File: src/sv/jps_pkg.sv
package jps_pkg;

	// Default data format: signed Q8.24
	localparam int VALUE_WIDTH_DEF   = 32;
	localparam int FRACTION_BITS_DEF = 24;

	// Output queue depth in result words
	localparam int OUT_DEPTH = 16;

	// Width of the configuration register index
	localparam int CFG_IDX_W = 2;

	typedef enum logic [CFG_IDX_W-1:0] {
		REG_COEF_EW = 2'd0,
		REG_COEF_NS = 2'd1,
		REG_SOURCE  = 2'd2,
		REG_TOL     = 2'd3
	} cfg_reg_t;

	// What one accepted column produces downstream
	typedef struct packed {
		logic pend;   // pending column is emitted
		logic sten;   // pending column gets the stencil update
		logic own;    // this column is emitted as the row's last point
		logic first;  // clear the running maximum before this column
	} item_flags_t;

endpackage

File: src/sv/jps_window.sv
module jps_window #(
	parameter int VALUE_WIDTH = jps_pkg::VALUE_WIDTH_DEF
) (
	input  logic                     clk,
	input  logic                     arst_n,
	input  logic                     accept,
	input  logic [VALUE_WIDTH-1:0]   south,
	input  logic [VALUE_WIDTH-1:0]   center,
	input  logic [VALUE_WIDTH-1:0]   north,
	input  logic                     update_enable,
	input  logic                     first_of_sweep,
	input  logic                     row_end,
	output logic [1:0]               res_count,
	output logic                     valid_s1,
	output jps_pkg::item_flags_t     flags_s1,
	output logic [VALUE_WIDTH:0]     ew_sum_s1,
	output logic [VALUE_WIDTH:0]     ns_sum_s1,
	output logic [VALUE_WIDTH-1:0]   old_s1,
	output logic [VALUE_WIDTH-1:0]   own_s1
);
	import jps_pkg::*;

	localparam int VW = VALUE_WIDTH;

	logic [VW-1:0] prev_center_q;
	logic [VW-1:0] prev_north_q;
	logic [VW-1:0] prev_south_q;
	logic [VW-1:0] prev2_center_q;
	logic          prev_enable_q;
	logic [1:0]    columns_seen_q;
	item_flags_t   flags;

	// Decide what this column releases
	always_comb begin
		flags.pend  = (columns_seen_q != 2'd0);
		flags.sten  = prev_enable_q && (columns_seen_q == 2'd2);
		flags.own   = row_end;
		flags.first = first_of_sweep;
		res_count   = {1'b0, flags.pend} + {1'b0, flags.own};
	end

	// Advance the two-column window
	always_ff @(posedge clk or negedge arst_n) begin
		if (!arst_n) begin
			columns_seen_q <= 2'd0;
			prev_enable_q  <= 1'b0;
		end else if (accept) begin
			prev_enable_q <= update_enable;
			if (row_end) begin
				columns_seen_q <= 2'd0;
			end else if (columns_seen_q != 2'd2) begin
				columns_seen_q <= columns_seen_q + 2'd1;
			end
		end
	end

	always_ff @(posedge clk) begin
		if (accept) begin
			prev2_center_q <= prev_center_q;
			prev_center_q  <= center;
			prev_north_q   <= north;
			prev_south_q   <= south;
		end
	end

	// Register neighbour sums for the multiply stage
	always_ff @(posedge clk or negedge arst_n) begin
		if (!arst_n) begin
			valid_s1 <= 1'b0;
		end else begin
			valid_s1 <= accept;
		end
	end

	always_ff @(posedge clk) begin
		if (accept) begin
			flags_s1  <= flags;
			ew_sum_s1 <= {center[VW-1], center} + {prev2_center_q[VW-1], prev2_center_q};
			ns_sum_s1 <= {prev_north_q[VW-1], prev_north_q} + {prev_south_q[VW-1], prev_south_q};
			old_s1    <= prev_center_q;
			own_s1    <= center;
		end
	end

endmodule

File: config.mk
export PLATFORM = sky130hd
export DESIGN_NAME = jps_window
export DESIGN_NICKNAME = d
export VERILOG_FILES = /design/src/sv/jps_pkg.sv /design/src/sv/jps_window.sv
export SDC_FILE = /design/constraint.sdc
export NUM_CORES = 1
export LEC_CHECK = 0
export ABC_AREA = 1
export BUFFER_PORTS_ARGS = -buffer_cell sky130_fd_sc_hd__buf_2
export CORE_ASPECT_RATIO = 0.6
export CORE_MARGIN = 4
export CORE_UTILIZATION = 50
export DETAILED_ROUTE_END_ITERATION = 10
export MAX_ROUTING_LAYER = met4
export PLACE_DENSITY = 0.74
export SETUP_SLACK_MARGIN = 0.1
export SLEW_MARGIN = 0
export SYNTH_ARGS = -nofsm -noshare
export SYNTH_HDL_FRONTEND = slang
export SYNTH_SLANG_ARGS = --single-unit
File: constraint.sdc
create_clock -name clk -period 2.95 [get_ports clk]
set_clock_uncertainty 0.2 [all_clocks]
set_input_delay 0.59 -clock clk [delete_from_list [all_inputs] [get_ports clk]]
set_output_delay 0.59 -clock clk [all_outputs]
set_load 0.01 [all_outputs]
==> results.txt <==
Status: complete, no violations
Syn nets: 1431
Area leader, netlist: edfxtp_1
# rows: 41
Vias in the first global route: 8401
RSZ-0062 raised after global routing: no
Initial antenna violation count: 1
Top-count cell post-synth: nand2_1
Drt drc: 0
Max_cap viols: 0
Syn. warnings: 0
Inst Count DP: 1784
Fillers: 1878
Fin crit share: 0.7997
WP data required: 2160 ps
Worst hold slack: 55.71 ps
Worst r2r path cells: 12
Initial DRC Count: 518
Die W: 199.5 um
Routed vias: 8687
Number of I/O port buffers: 238
Routability cong.: 0.9148
Register Area: 6046 um2
Tot GR Track Use: 0.2180
Worst-skew pair later-pin latency: 510 ps
Top cells by area, synth: edfxtp_1, nand2_1, inv_1, ha_1, nor2_1
Nets: 1699
Io pins: 239
Register clock-pin slew on the reported worst setup and hold paths: 60 ps
Routed WL: 26100 um
Area Growth Syn to Fin: 20.30%
Setup TNS: 0 ps
Crit path max fanout: 4
Endpoints failing setup: 0
Pwr Density: 595.0 nW/um2
Cts bufs inserted: 20
Final count of hold timing violations: 0
Die Y: 122.9 um
Max IR drop VDD: 0.0004835 V
Commonest cells post-synth: nand2_1, inv_1, edfxtp_1, nor2_1, ha_1
Kind of critical path: register to primary output
Slew at the pin with the worst max-slew slack: 549.9 ps
Synth Instances: 1260
Leak pwr: 6.979 nW
Fraction of layout cells with a size suffix above 1: 0.1870
Worst path arrival time: 1570 ps
Synth top area share: 0.5402
Number of synthesized flops with an enable pin: 198
Core area: 21340 um2
Highest clock rate: 0.4239 GHz
Gr ovfl total: 0
Total power: 7.879 mW
Worst setup margin: 590.9 ps
CTS root buf: clkbuf_16
Fraction of registers with async set/reset: 0.01980
Slew Viols, Final: 0
Antenna viol nets, final: 0
Worst slack, placed: 323.2 ps
Pin count of the biggest net entering global routing: 66
Sequential fraction of the synthesis area: 0.5493
# H-tree levels: 1
Post-route insts no fill: 1820
CTS sink cnt: 202
DR WL/cell: 14.34 um
Yosys reg bits: 202
Vias/cell: 4.773
Minimum clock period: 2359 ps
TritonCTS clock tree: built
Crit path capture type: primary output
Synthesized area per cell: 8.736 um2
Initial core utilization: 0.5158
Mapped cell area: 11010 um2
# Post-CTS Setup Buffers: 0
Startpoint types: register
Worst hold path depth: 1
Detailed-router iteration count before antenna repair: 5
DP Wirelength: 20870 um
First-pass GRT wire length: 41270 um
Most common flop cell mapped by yosys: edfxtp_1
Worst min path class: primary input to register
Clock tree buffer depth: 3
Slew margin rel.: 0.6334
Die area: 24530 um2
Area of the multi-input gates: 4019 um2
Post-synthesis cell type count: 21
## layout make-up
type,instances,share of cell area
Timing Repair Buffer,246,0.09629
Clock inverter,6,0.004252
Inverter,251,0.07115
Clock buffer,28,0.04167
Antenna cell,1,0.0001890
Sequential cell,202,0.4566
Multi-Input combinational cell,807,0.3035
Tap cell,279,0.02636
## cell usage in the layout, fill, tap and decap left out, types with 3 or more instances in the layout
master     instances
or2_1              3
edfxtp_1         198
nand3_1           52
nand2_1          496
xor2_1            27
nand4_1            5
dfrtp_1            4
clkbuf_1           7
buf_2            237
nand2_2           16
ha_1              67
clkbuf_16         21
buf_4              6
nor3_1             8
nor2_1            79
xnor2_1            3
inv_1            251
a21oi_1           40
## registers in the layout, indices dropped and copies added, names as in the netlist
signal          count
prev_north_q       32
ns_sum_s1          33
own_s1             32
columns_seen_q      2
prev_south_q       32
flags_s1            4
old_s1             32
valid_s1            1
ew_sum_s1          33
prev_enable_q       1
## per-layer routing
layer	part of all wire	global-route usage
met1	0.46	0.2956
met4	0.020	0.04198
met2	0.46	0.3489
met3	0.060	0.04385
met5	0	-
## kinds of logic (layout without fill, tap and decap cells)
logic type      Yosys count  count (layout)  share of synthesized area
simple gates            660             660                     0.2379
other cells               0               1                          0
fa+ha+maj                69              69                    0.07980
mux                       1               1                   0.001023
xor+xnor                 30              30                    0.02387
compound gates           47              47                    0.02251
buf+inv                 251             531                    0.08560
flops                   202             202                     0.5493
## worst paths after layout
path | start | endpoint | slack (ps)
worst max-delay path | columns_seen_q[0] | res_count[0] | 590
worst min-delay path | south[14] | prev_south_q[14] | 60
min in group asynchronous | arst_n | valid_s1 | 240
worst max register to register | prev_north_q[0] | ns_sum_s1[32] | 610
max in group asynchronous | arst_n | columns_seen_q[0] | 2190
worst min register to register | own_s1[10] | old_s1[10] | 240
## through the flow
stage            util  instance area [um2]
2_1_floorplan       -                11010
3_3_place_gp   0.5914                12620
3_5_place_dp   0.5914                12620
4_1_cts        0.6204                13240
5_1_grt        0.6205                13240
6_report       0.6205                13240
## report_power, final
group          internal (mW)  switching, mW  leakage, nW
Sequential              3.54         0.0990         1.99
Clock                   1.39           1.04        0.297
Combinational          0.649           1.16         4.69
Total                   5.58           2.29         6.98
## repair_timing
item                      CTS  global route
gates resized for setup     0             0
hold endpoints to repair    4             0
hold buffers                1             0
## worst max-delay path, cell delays in order (launching register included)
cell and delay [ps]:
dfrtp_1 360, inv_1 110, ha_1 160, inv_1 50, ha_1 260, buf_2 140
Note: power is estimated with default switching activity, not from simulation.
