==> src/sv/jps_pkg.sv <==
package jps_pkg;

	// Default data format: signed Q8.24
	localparam int VALUE_WIDTH_DEF   = 32;
	localparam int FRACTION_BITS_DEF = 24;

	// Output queue depth in result words
	localparam int OUT_DEPTH = 16;

	// Width of the configuration register index
	localparam int CFG_IDX_W = 2;

	typedef enum logic [CFG_IDX_W-1:0] {
		REG_COEF_EW = 2'd0,
		REG_COEF_NS = 2'd1,
		REG_SOURCE  = 2'd2,
		REG_TOL     = 2'd3
	} cfg_reg_t;

	// What one accepted column produces downstream
	typedef struct packed {
		logic pend;   // pending column is emitted
		logic sten;   // pending column gets the stencil update
		logic own;    // this column is emitted as the row's last point
		logic first;  // clear the running maximum before this column
	} item_flags_t;

endpackage

==> src/sv/jps_track.sv <==
module jps_track #(
	parameter int VALUE_WIDTH = jps_pkg::VALUE_WIDTH_DEF
) (
	input  logic                       clk,
	input  logic                       arst_n,
	input  logic                       valid_s4,
	input  jps_pkg::item_flags_t       flags_s4,
	input  logic [VALUE_WIDTH-1:0]     val_s4,
	input  logic [VALUE_WIDTH-2:0]     chg_s4,
	input  logic [VALUE_WIDTH-1:0]     own_s4,
	input  logic [VALUE_WIDTH-2:0]     tolerance,
	output logic [1:0]                 wr_count,
	output logic [2*VALUE_WIDTH:0]     word_a,
	output logic [2*VALUE_WIDTH:0]     word_b
);
	import jps_pkg::*;

	localparam int VW = VALUE_WIDTH;

	logic [VW-2:0] running_max_q;
	logic [VW-2:0] base_max;
	logic [VW-2:0] new_max;
	logic          conv;
	logic [2*VW:0] word_pend;
	logic [2*VW:0] word_own;

	// Update the sweep maximum; the row-end point never changes it
	always_comb begin
		base_max = flags_s4.first ? '0 : running_max_q;
		new_max  = (flags_s4.pend && (chg_s4 > base_max)) ? chg_s4 : base_max;
		conv     = (new_max < tolerance);
		// word layout from the top: last, converged, max, value
		word_pend = {1'b0, conv, new_max, val_s4};
		word_own  = {1'b1, conv, new_max, own_s4};
		word_a    = flags_s4.pend ? word_pend : word_own;
		word_b    = word_own;
		wr_count  = valid_s4 ? ({1'b0, flags_s4.pend} + {1'b0, flags_s4.own}) : 2'd0;
	end

	always_ff @(posedge clk or negedge arst_n) begin
		if (!arst_n) begin
			running_max_q <= '0;
		end else if (valid_s4) begin
			running_max_q <= new_max;
		end
	end

endmodule

==> config.mk <==
export PLATFORM = sky130hd
export DESIGN_NAME = jps_track
export DESIGN_NICKNAME = d
export VERILOG_FILES = /design/src/sv/jps_pkg.sv /design/src/sv/jps_track.sv
export SDC_FILE = /design/constraint.sdc
export NUM_CORES = 1
export LEC_CHECK = 0
export BUFFER_PORTS_ARGS = -buffer_cell sky130_fd_sc_hd__buf_2
export CAP_MARGIN = 20
export CORE_ASPECT_RATIO = 1.75
export CORE_UTILIZATION = 35
export CTS_BUF_LIST = sky130_fd_sc_hd__clkbuf_4
export CTS_CLUSTER_DIAMETER = 40
export CTS_CLUSTER_SIZE = 14
export DETAILED_ROUTE_END_ITERATION = 10
export GPL_TIMING_DRIVEN = 0
export PLACE_DENSITY = 0.67
export SYNTH_ARGS = -nofsm -noshare
export SYNTH_HDL_FRONTEND = slang
export SYNTH_SLANG_ARGS = --single-unit
==> constraint.sdc <==
create_clock -name clk -period 13.4 [get_ports clk]
set_clock_uncertainty 0.15 [all_clocks]
set_input_delay 4.02 -clock clk [delete_from_list [all_inputs] [get_ports clk]]
set_output_delay 4.02 -clock clk [all_outputs]
set_load 0.05 [all_outputs]
==> results of run 1 <==
==> worst max-delay path: cells and delay by family <==
kind | cells | cell delay, ns
compound gates | 9 | 2.13
buf+inv | 5 | 0.92
simple gates | 4 | 0.79
mux | 1 | 0.32
fa+ha+maj | 2 | 0.64
==> cell type report <==
type / instances / area [sq um] / area share [%]
inverters: 63 / 236 / 3.99
multi-input cells: 283 / 2690 / 45.3
well taps: 165 / 206 / 3.48
clock inverters: 1 / 5.00 / 0.0845
flip-flops and latches: 31 / 776 / 13.1
clock buffers: 7 / 52.6 / 0.887
repair buffers: 264 / 1330 / 22.4
diodes: 2 / 5.00 / 0.0845
plain buffers: 80 / 629 / 10.6
==> placed cells by master, fill, tap and decap left out, types with 7 or more instances in the layout <==
| cell | instances |
|---|---|
| sky130_fd_sc_hd__a21o_1 | 13 |
| sky130_fd_sc_hd__a21oi_1 | 17 |
| sky130_fd_sc_hd__buf_2 | 261 |
| sky130_fd_sc_hd__buf_4 | 69 |
| sky130_fd_sc_hd__clkbuf_1 | 7 |
| sky130_fd_sc_hd__clkbuf_4 | 7 |
| sky130_fd_sc_hd__dfrtp_1 | 31 |
| sky130_fd_sc_hd__ha_1 | 62 |
| sky130_fd_sc_hd__inv_1 | 63 |
| sky130_fd_sc_hd__mux2_2 | 64 |
| sky130_fd_sc_hd__mux2i_1 | 23 |
| sky130_fd_sc_hd__mux2i_2 | 7 |
| sky130_fd_sc_hd__nand2_1 | 8 |
| sky130_fd_sc_hd__nand4_1 | 13 |
| sky130_fd_sc_hd__nor2_1 | 7 |
| sky130_fd_sc_hd__or2b_2 | 29 |
==> power by group through the flow <==
stage	clock [mW]	sequential [mW]	combinational, mW
after floorplan	0	0.117	0.307
after global placement	0	0.118	0.397
after detailed placement	0	0.119	0.404
after CTS	0.0623	0.117	0.405
after global routing	0.0669	0.120	0.434
final	0.0600	0.117	0.407
==> logic make-up after synthesis <==
kind of cell	count (synthesis)	synth area share, %
compound gates	49	7.58
fa+ha+maj	62	18.1
buf+inv	143	20.2
flops	31	18.1
mux	95	24.0
other cells	1	0.0874
simple gates	76	11.9
==> worst min path at each step <==
stage	from	endpoint	slack [ns]
after detailed placement	running_max_q[3]	running_max_q[3]	0.34
after floorplan	running_max_q[22]	running_max_q[22]	0.32
after global routing	running_max_q[3]	running_max_q[3]	0.36
final	running_max_q[5]	running_max_q[5]	0.36
after CTS	running_max_q[3]	running_max_q[3]	0.36
after global placement	running_max_q[21]	running_max_q[21]	0.33
==> metrics by stage <==
stage | power, mW | hold slack [ns] | cell area, sq um | std cells | worst slack, ns
floorplan | 0.424 | 0.322 | 4290 | 457 | 0.584
global placement | 0.515 | 0.330 | 5800 | 883 | 0.123
detailed placement | 0.523 | 0.337 | 5800 | 883 | 0.0876
CTS | 0.585 | 0.359 | 5860 | 891 | 0.0665
global route | 0.620 | 0.364 | 5920 | 895 | 0.0684
finish | 0.585 | 0.356 | 5930 | 896 | 0.392
==> synth_stat cells <==
| master | n |
|---|---|
| sky130_fd_sc_hd__a211o_1 | 1 |
| sky130_fd_sc_hd__a211oi_1 | 2 |
| sky130_fd_sc_hd__a21o_1 | 13 |
| sky130_fd_sc_hd__a21oi_1 | 17 |
| sky130_fd_sc_hd__a221o_1 | 1 |
| sky130_fd_sc_hd__a221oi_1 | 3 |
| sky130_fd_sc_hd__a31oi_1 | 1 |
| sky130_fd_sc_hd__and2_1 | 2 |
| sky130_fd_sc_hd__and3_1 | 1 |
| sky130_fd_sc_hd__and4_1 | 2 |
| sky130_fd_sc_hd__buf_12 | 3 |
| sky130_fd_sc_hd__buf_4 | 66 |
| sky130_fd_sc_hd__clkbuf_1 | 7 |
| sky130_fd_sc_hd__clkbuf_8 | 2 |
| sky130_fd_sc_hd__conb_1 | 1 |
| sky130_fd_sc_hd__dfrtp_1 | 31 |
| sky130_fd_sc_hd__dlygate4sd3_1 | 2 |
| sky130_fd_sc_hd__ha_1 | 62 |
| sky130_fd_sc_hd__inv_1 | 63 |
| sky130_fd_sc_hd__mux2_2 | 64 |
| sky130_fd_sc_hd__mux2i_1 | 31 |
| sky130_fd_sc_hd__nand2_1 | 8 |
| sky130_fd_sc_hd__nand2b_1 | 2 |
| sky130_fd_sc_hd__nand3_1 | 4 |
| sky130_fd_sc_hd__nand3b_1 | 1 |
| sky130_fd_sc_hd__nand4_1 | 13 |
| sky130_fd_sc_hd__nor2_1 | 7 |
| sky130_fd_sc_hd__nor2b_1 | 2 |
| sky130_fd_sc_hd__nor3_1 | 2 |
| sky130_fd_sc_hd__o211ai_1 | 2 |
| sky130_fd_sc_hd__o21a_1 | 1 |
| sky130_fd_sc_hd__o21ai_0 | 6 |
| sky130_fd_sc_hd__o21ai_4 | 1 |
| sky130_fd_sc_hd__o31ai_1 | 1 |
| sky130_fd_sc_hd__or2b_2 | 29 |
| sky130_fd_sc_hd__or3_1 | 1 |
| sky130_fd_sc_hd__or4_1 | 2 |
==> repair_timing <==
| item | 4_1_cts | 5_1_grt |
|---|---|---|
| setup buffers | 0 | 3 |
| endpoints found under the setup margin | 0 | 2 |
| resized for setup | 0 | 9 |
| hold buffers | 0 | 0 |
==> routing by layer <==
metal  vias up  part of all wire, %  GRT usage, %
met5         -                    0             0
met1      1972                   34          21.2
met2       201                   55          42.6
li1       2058                    -             -
met3        30                  5.4          3.27
met4         0                  5.4          12.0
==> run metrics, run 1 <==
status=complete, no violations; mean cell area of the mapped netlist=9.39 sq um; largest cells by area after synthesis=sky130_fd_sc_hd__dfrtp_1, sky130_fd_sc_hd__ha_1, sky130_fd_sc_hd__mux2_2; number of global-route vias before repair=4288; Setup TNS=0 ns; Rows=53; worst-case reg-to-reg path depth=10; vias=4261; RSZ-0062 raised after global routing=false; initial antenna violation count=2; Die Span X=85.7 um; class of the worst hold path=reg2reg; crit path cell chain=buf_2, clkbuf_1, or2b_2, ha_1, a21oi_1, o21ai_0, a221o_1, a211o_1, o21ai_4, buf_12, mux2i_4, ha_1, nand4_1, nor2_1, and3_1, a221oi_1, o21ai_0, a211oi_1, o21a_1, buf_4, buf_2; net count reported at finish=923; post-detailed-route DRC marker count=0; die height=148 um; # setup viols final=0; Critical-path top delay cell=sky130_fd_sc_hd__or2b_2; Regs by FF count=running_max_q (31); worst slew margin relative to its limit=48.3%; net switching share of the total power=52.5%; total length of routed wires=14200 um; DR iter-0 viols=97; count of endpoints failing hold in the final timing report=0; insertion delay of the later-clocked pin in the worst-skew pair=0.35 ns; Core Util, Final=49.4%; Die ar.=12700 sq um; CORE AREA=12000 sq um; IO Pins=265; routability cong.=0.911; Antenna Nets Post-Route=0; Post-Syn Area=4290 sq um; static power due to leakage=3.55 nW; port buffer count=261; number of clock buffers inserted by TritonCTS=5; slew at the pin with the worst max-slew slack=0.775 ns; CP endpoint=word_a[63]; total global routing track utilization=21.8%; internal power=278 uW; part of the Yosys area used for sequential elements=18.1%; share of total power in the clock network=10.3%; Final period util=97.1%; endpoint type of the worst setup path=output pin; number of vias per cell=4.76; max capacitance violation total=0; Fill cells=1155; combinational share of power=69.7%; start-to-end type of the worst setup path=in2out; worst hold path depth=1; Critical Path Start Type=primary input; fraction of final layout cells sized beyond drive strength 1=61.0%; maximum number of pins on one net before global-route repair=32; final max-slew violation count=0; Reg2Reg Capture Point=running_max_q[8]; max FFs per register=31; maximum net fanout on the critical path=10; critical path launch point=flags_s4[0]; average wire length per cell after detail routing=15.8 um; initial core utilization=35.7%; Root Buffer Master=sky130_fd_sc_hd__clkbuf_4; Peak supply drop=0.0388 mV; net switching power=307 uW; Slowest Stage Delay on Critical Path=0.38 ns; Synth cell types=37; fraction of post-synthesis cell area in the top cell type by area=18.1%; first-pass GRT wire length=21000 um; shortest clock period the worst path allows after layout=13.01 ns; dominant cell type by area after synthesis=sky130_fd_sc_hd__dfrtp_1; largest reg by FF count=running_max_q; clock tree from TritonCTS=done; Warnings, synthesis=0; H-tree levels=2; synth-to-layout area growth=38.2%; overflow left after global routing=0; part of the total power dissipated in sequential elements=20.1%; clock transition time at the flip-flop clock pins of the worst setup and hold paths=0.09 ns; Detail Placement HPWL=12400 um; register-to-register path setup slack=10.03 ns; origin of the critical flop-to-flop path=running_max_q[30]; Syn Nets=652; number of instances in the synthesized netlist=457; endpoint required time on the critical path=9.23 ns; data arrival time at the worst-slack endpoint=8.84 ns; number of sinks driven by the clock tree=31; number of storage elements in the synthesis netlist=31; power density cells=98.7 nW/um^2; DRT Pass-1 Iters=4; Max Root-Sink Buffers=2; Max Freq=0.0769 GHz
(Power assumes the default switching activity.)
==> inputs of run 2 (changes only) <==
--- a/config.mk
+++ b/config.mk
@@ -6,7 +6,7 @@
 export NUM_CORES = 1
 export LEC_CHECK = 0
 export BUFFER_PORTS_ARGS = -buffer_cell sky130_fd_sc_hd__buf_2
-export CAP_MARGIN = 20
+export CAP_MARGIN = 0
 export CORE_ASPECT_RATIO = 1.75
 export CORE_UTILIZATION = 35
 export CTS_BUF_LIST = sky130_fd_sc_hd__clkbuf_4
@@ -14,7 +14,7 @@
 export CTS_CLUSTER_SIZE = 14
 export DETAILED_ROUTE_END_ITERATION = 10
 export GPL_TIMING_DRIVEN = 0
-export PLACE_DENSITY = 0.67
+export PLACE_DENSITY = 0.68
 export SYNTH_ARGS = -nofsm -noshare
 export SYNTH_HDL_FRONTEND = slang
 export SYNTH_SLANG_ARGS = --single-unit
==> run metrics, run 2 (synthesized netlist as in run 1, its figures left out) <==
status=complete, no violations; initial core utilization=35.7%; initial antenna violation count=1; Max Root-Sink Buffers=2; max FFs per register=31; number of setup buffers added after CTS=0; clock transition time at the flip-flop clock pins of the worst setup and hold paths=0.09 ns; number of clock buffers inserted by TritonCTS=5; global-route track usage on met3=2.89%; endpoint required time on the critical path=9.23 ns; Critical Path Start Type=primary input; cell count after placement=883; fraction of final layout cells sized beyond drive strength 1=60.9%; total global routing track utilization=19.4%; insertion delay of the later-clocked pin in the worst-skew pair=0.34 ns; H-tree levels=2; overflow left after global routing=0; start-to-end type of the worst setup path=in2out; Rows=53; endpoint type of the worst setup path=output pin; number of standard cells in the layout, taps in and fillers out=892; Final period util=97.2%; shortest clock period the worst path allows after layout=13.02 ns; port buffer count=261; average wire length per cell after detail routing=14.3 um; Reg2Reg Capture Point=running_max_q[6]; met2 Track Usage GR=38.4%; Fill cells=1171; number of sinks driven by the clock tree=31; static power due to leakage=3.54 nW; origin of the critical flop-to-flop path=running_max_q[29]; count of endpoints failing hold in the final timing report=0; number of global-route vias before repair=3942; first-pass GRT wire length=19000 um; most congested layer reported by global routing=met2; largest reg by FF count=running_max_q; worst-case reg-to-reg path depth=10; Setup TNS=0 ns; clock tree from TritonCTS=done; most frequent cells in the layout=sky130_fd_sc_hd__buf_2, sky130_fd_sc_hd__buf_4, sky130_fd_sc_hd__mux2_2, sky130_fd_sc_hd__inv_1, sky130_fd_sc_hd__ha_1; worst hold path depth=1; critical path launch point=flags_s4[0]; Detail Placement HPWL=11100 um; final standard cell area without fillers=5930 sq um; worst slew margin relative to its limit=49.1%; data arrival time at the worst-slack endpoint=8.85 ns; Antenna Nets Post-Route=0; net count reported at finish=920; die height=148 um; global-route met1 utilization=20.1%; total length of routed wires=12700 um; synth-to-layout area growth=38.2%; RSZ-0062 raised after global routing=false; number of vias per cell=4.64; # setup viols final=0; IO Pins=265; register-to-register path setup slack=10.14 ns; Regs by FF count=running_max_q (31); class of the worst hold path=reg2reg; final max-slew violation count=0; max capacitance violation total=0; power density cells=97.4 nW/um^2; CP endpoint=word_b[63]; post-detailed-route DRC marker count=0; vias=4136; slew at the pin with the worst max-slew slack=0.763 ns; commonest non-fill, non-tap cell in the layout=sky130_fd_sc_hd__buf_2; routability cong.=0.823; Peak supply drop=0.0535 mV; DR iter-0 viols=85; Die ar.=12700 sq um; Max Freq=0.0768 GHz; combined area of the multi-input logic cells=2710 sq um; DRT Pass-1 Iters=4; storage element area=776 sq um; Die Span X=85.7 um; post-route worst hold slack=0.356 ns; Root Buffer Master=sky130_fd_sc_hd__clkbuf_4; instance area after placement=5800 sq um; maximum number of pins on one net before global-route repair=32; CORE AREA=12000 sq um; maximum net fanout on the critical path=10
==> run 2: critical path, cell delays in order <==
cell                       delay (ns)
sky130_fd_sc_hd__buf_2           0.11
sky130_fd_sc_hd__clkbuf_1        0.24
sky130_fd_sc_hd__or2b_2          0.40
sky130_fd_sc_hd__ha_1            0.33
sky130_fd_sc_hd__nand4_1         0.19
sky130_fd_sc_hd__nor2_1          0.07
sky130_fd_sc_hd__a221o_1         0.32
sky130_fd_sc_hd__a211o_1         0.31
sky130_fd_sc_hd__o21ai_4         0.30
sky130_fd_sc_hd__buf_12          0.21
sky130_fd_sc_hd__mux2i_2         0.34
sky130_fd_sc_hd__ha_1            0.31
sky130_fd_sc_hd__nand4_1         0.10
sky130_fd_sc_hd__nor2_1          0.09
sky130_fd_sc_hd__and3_1          0.22
sky130_fd_sc_hd__a221oi_1        0.24
sky130_fd_sc_hd__o21ai_0         0.22
sky130_fd_sc_hd__a211oi_1        0.31
sky130_fd_sc_hd__o21a_1          0.20
sky130_fd_sc_hd__buf_4           0.11
sky130_fd_sc_hd__buf_2           0.24
==> run 2: layout make-up <==
class / count / share of cell area (%)
multi-input combinational: 283 / 45.8
timing repair buffer: 261 / 22.0
sequential: 31 / 13.1
buffer: 80 / 10.6
inverter: 63 / 3.99
tap: 165 / 3.48
clock buffer: 6 / 0.760
clock inverter: 2 / 0.211
antenna: 1 / 0.0422
==> run 2: timing repair <==
item	CTS	global route
resized for setup	0	12
endpoints found under the setup margin	0	2
hold buffers	0	0
==> run 2: how the worst min path moves through the flow <==
| stage | slack, ns | endpoint | startpoint |
|---|---|---|---|
| after detailed placement | 0.34 | running_max_q[26] | running_max_q[26] |
| after floorplan | 0.32 | running_max_q[22] | running_max_q[22] |
| final | 0.36 | running_max_q[29] | running_max_q[29] |
| after global placement | 0.33 | running_max_q[9] | running_max_q[9] |
| after global routing | 0.37 | running_max_q[0] | running_max_q[0] |
| after CTS | 0.36 | running_max_q[28] | running_max_q[28] |
==> run 2: routing by layer <==
metal / wire length, um / vias to the layer above
li1: - / 2044
met1: 4660 / 1915
met2: 7090 / 162
met3: 686 / 15
met4: 271 / 0
met5: 0 / -
==> run 2: metrics by stage <==
step	worst slack, ns	utilization (%)	power, mW
after floorplan	0.584	-	0.424
after global placement	0.134	48.3	0.513
after detailed placement	0.160	48.3	0.518
after CTS	0.143	48.8	0.578
after global routing	0.0183	49.4	0.614
final	0.375	49.4	0.577
==> run 2: power breakdown <==
part / leakage (nW) / switching (mW) / internal (mW)
registers: 0.401 / 0.00659 / 0.110
logic: 3.11 / 0.261 / 0.143
clock network: 0.0317 / 0.0352 / 0.0223
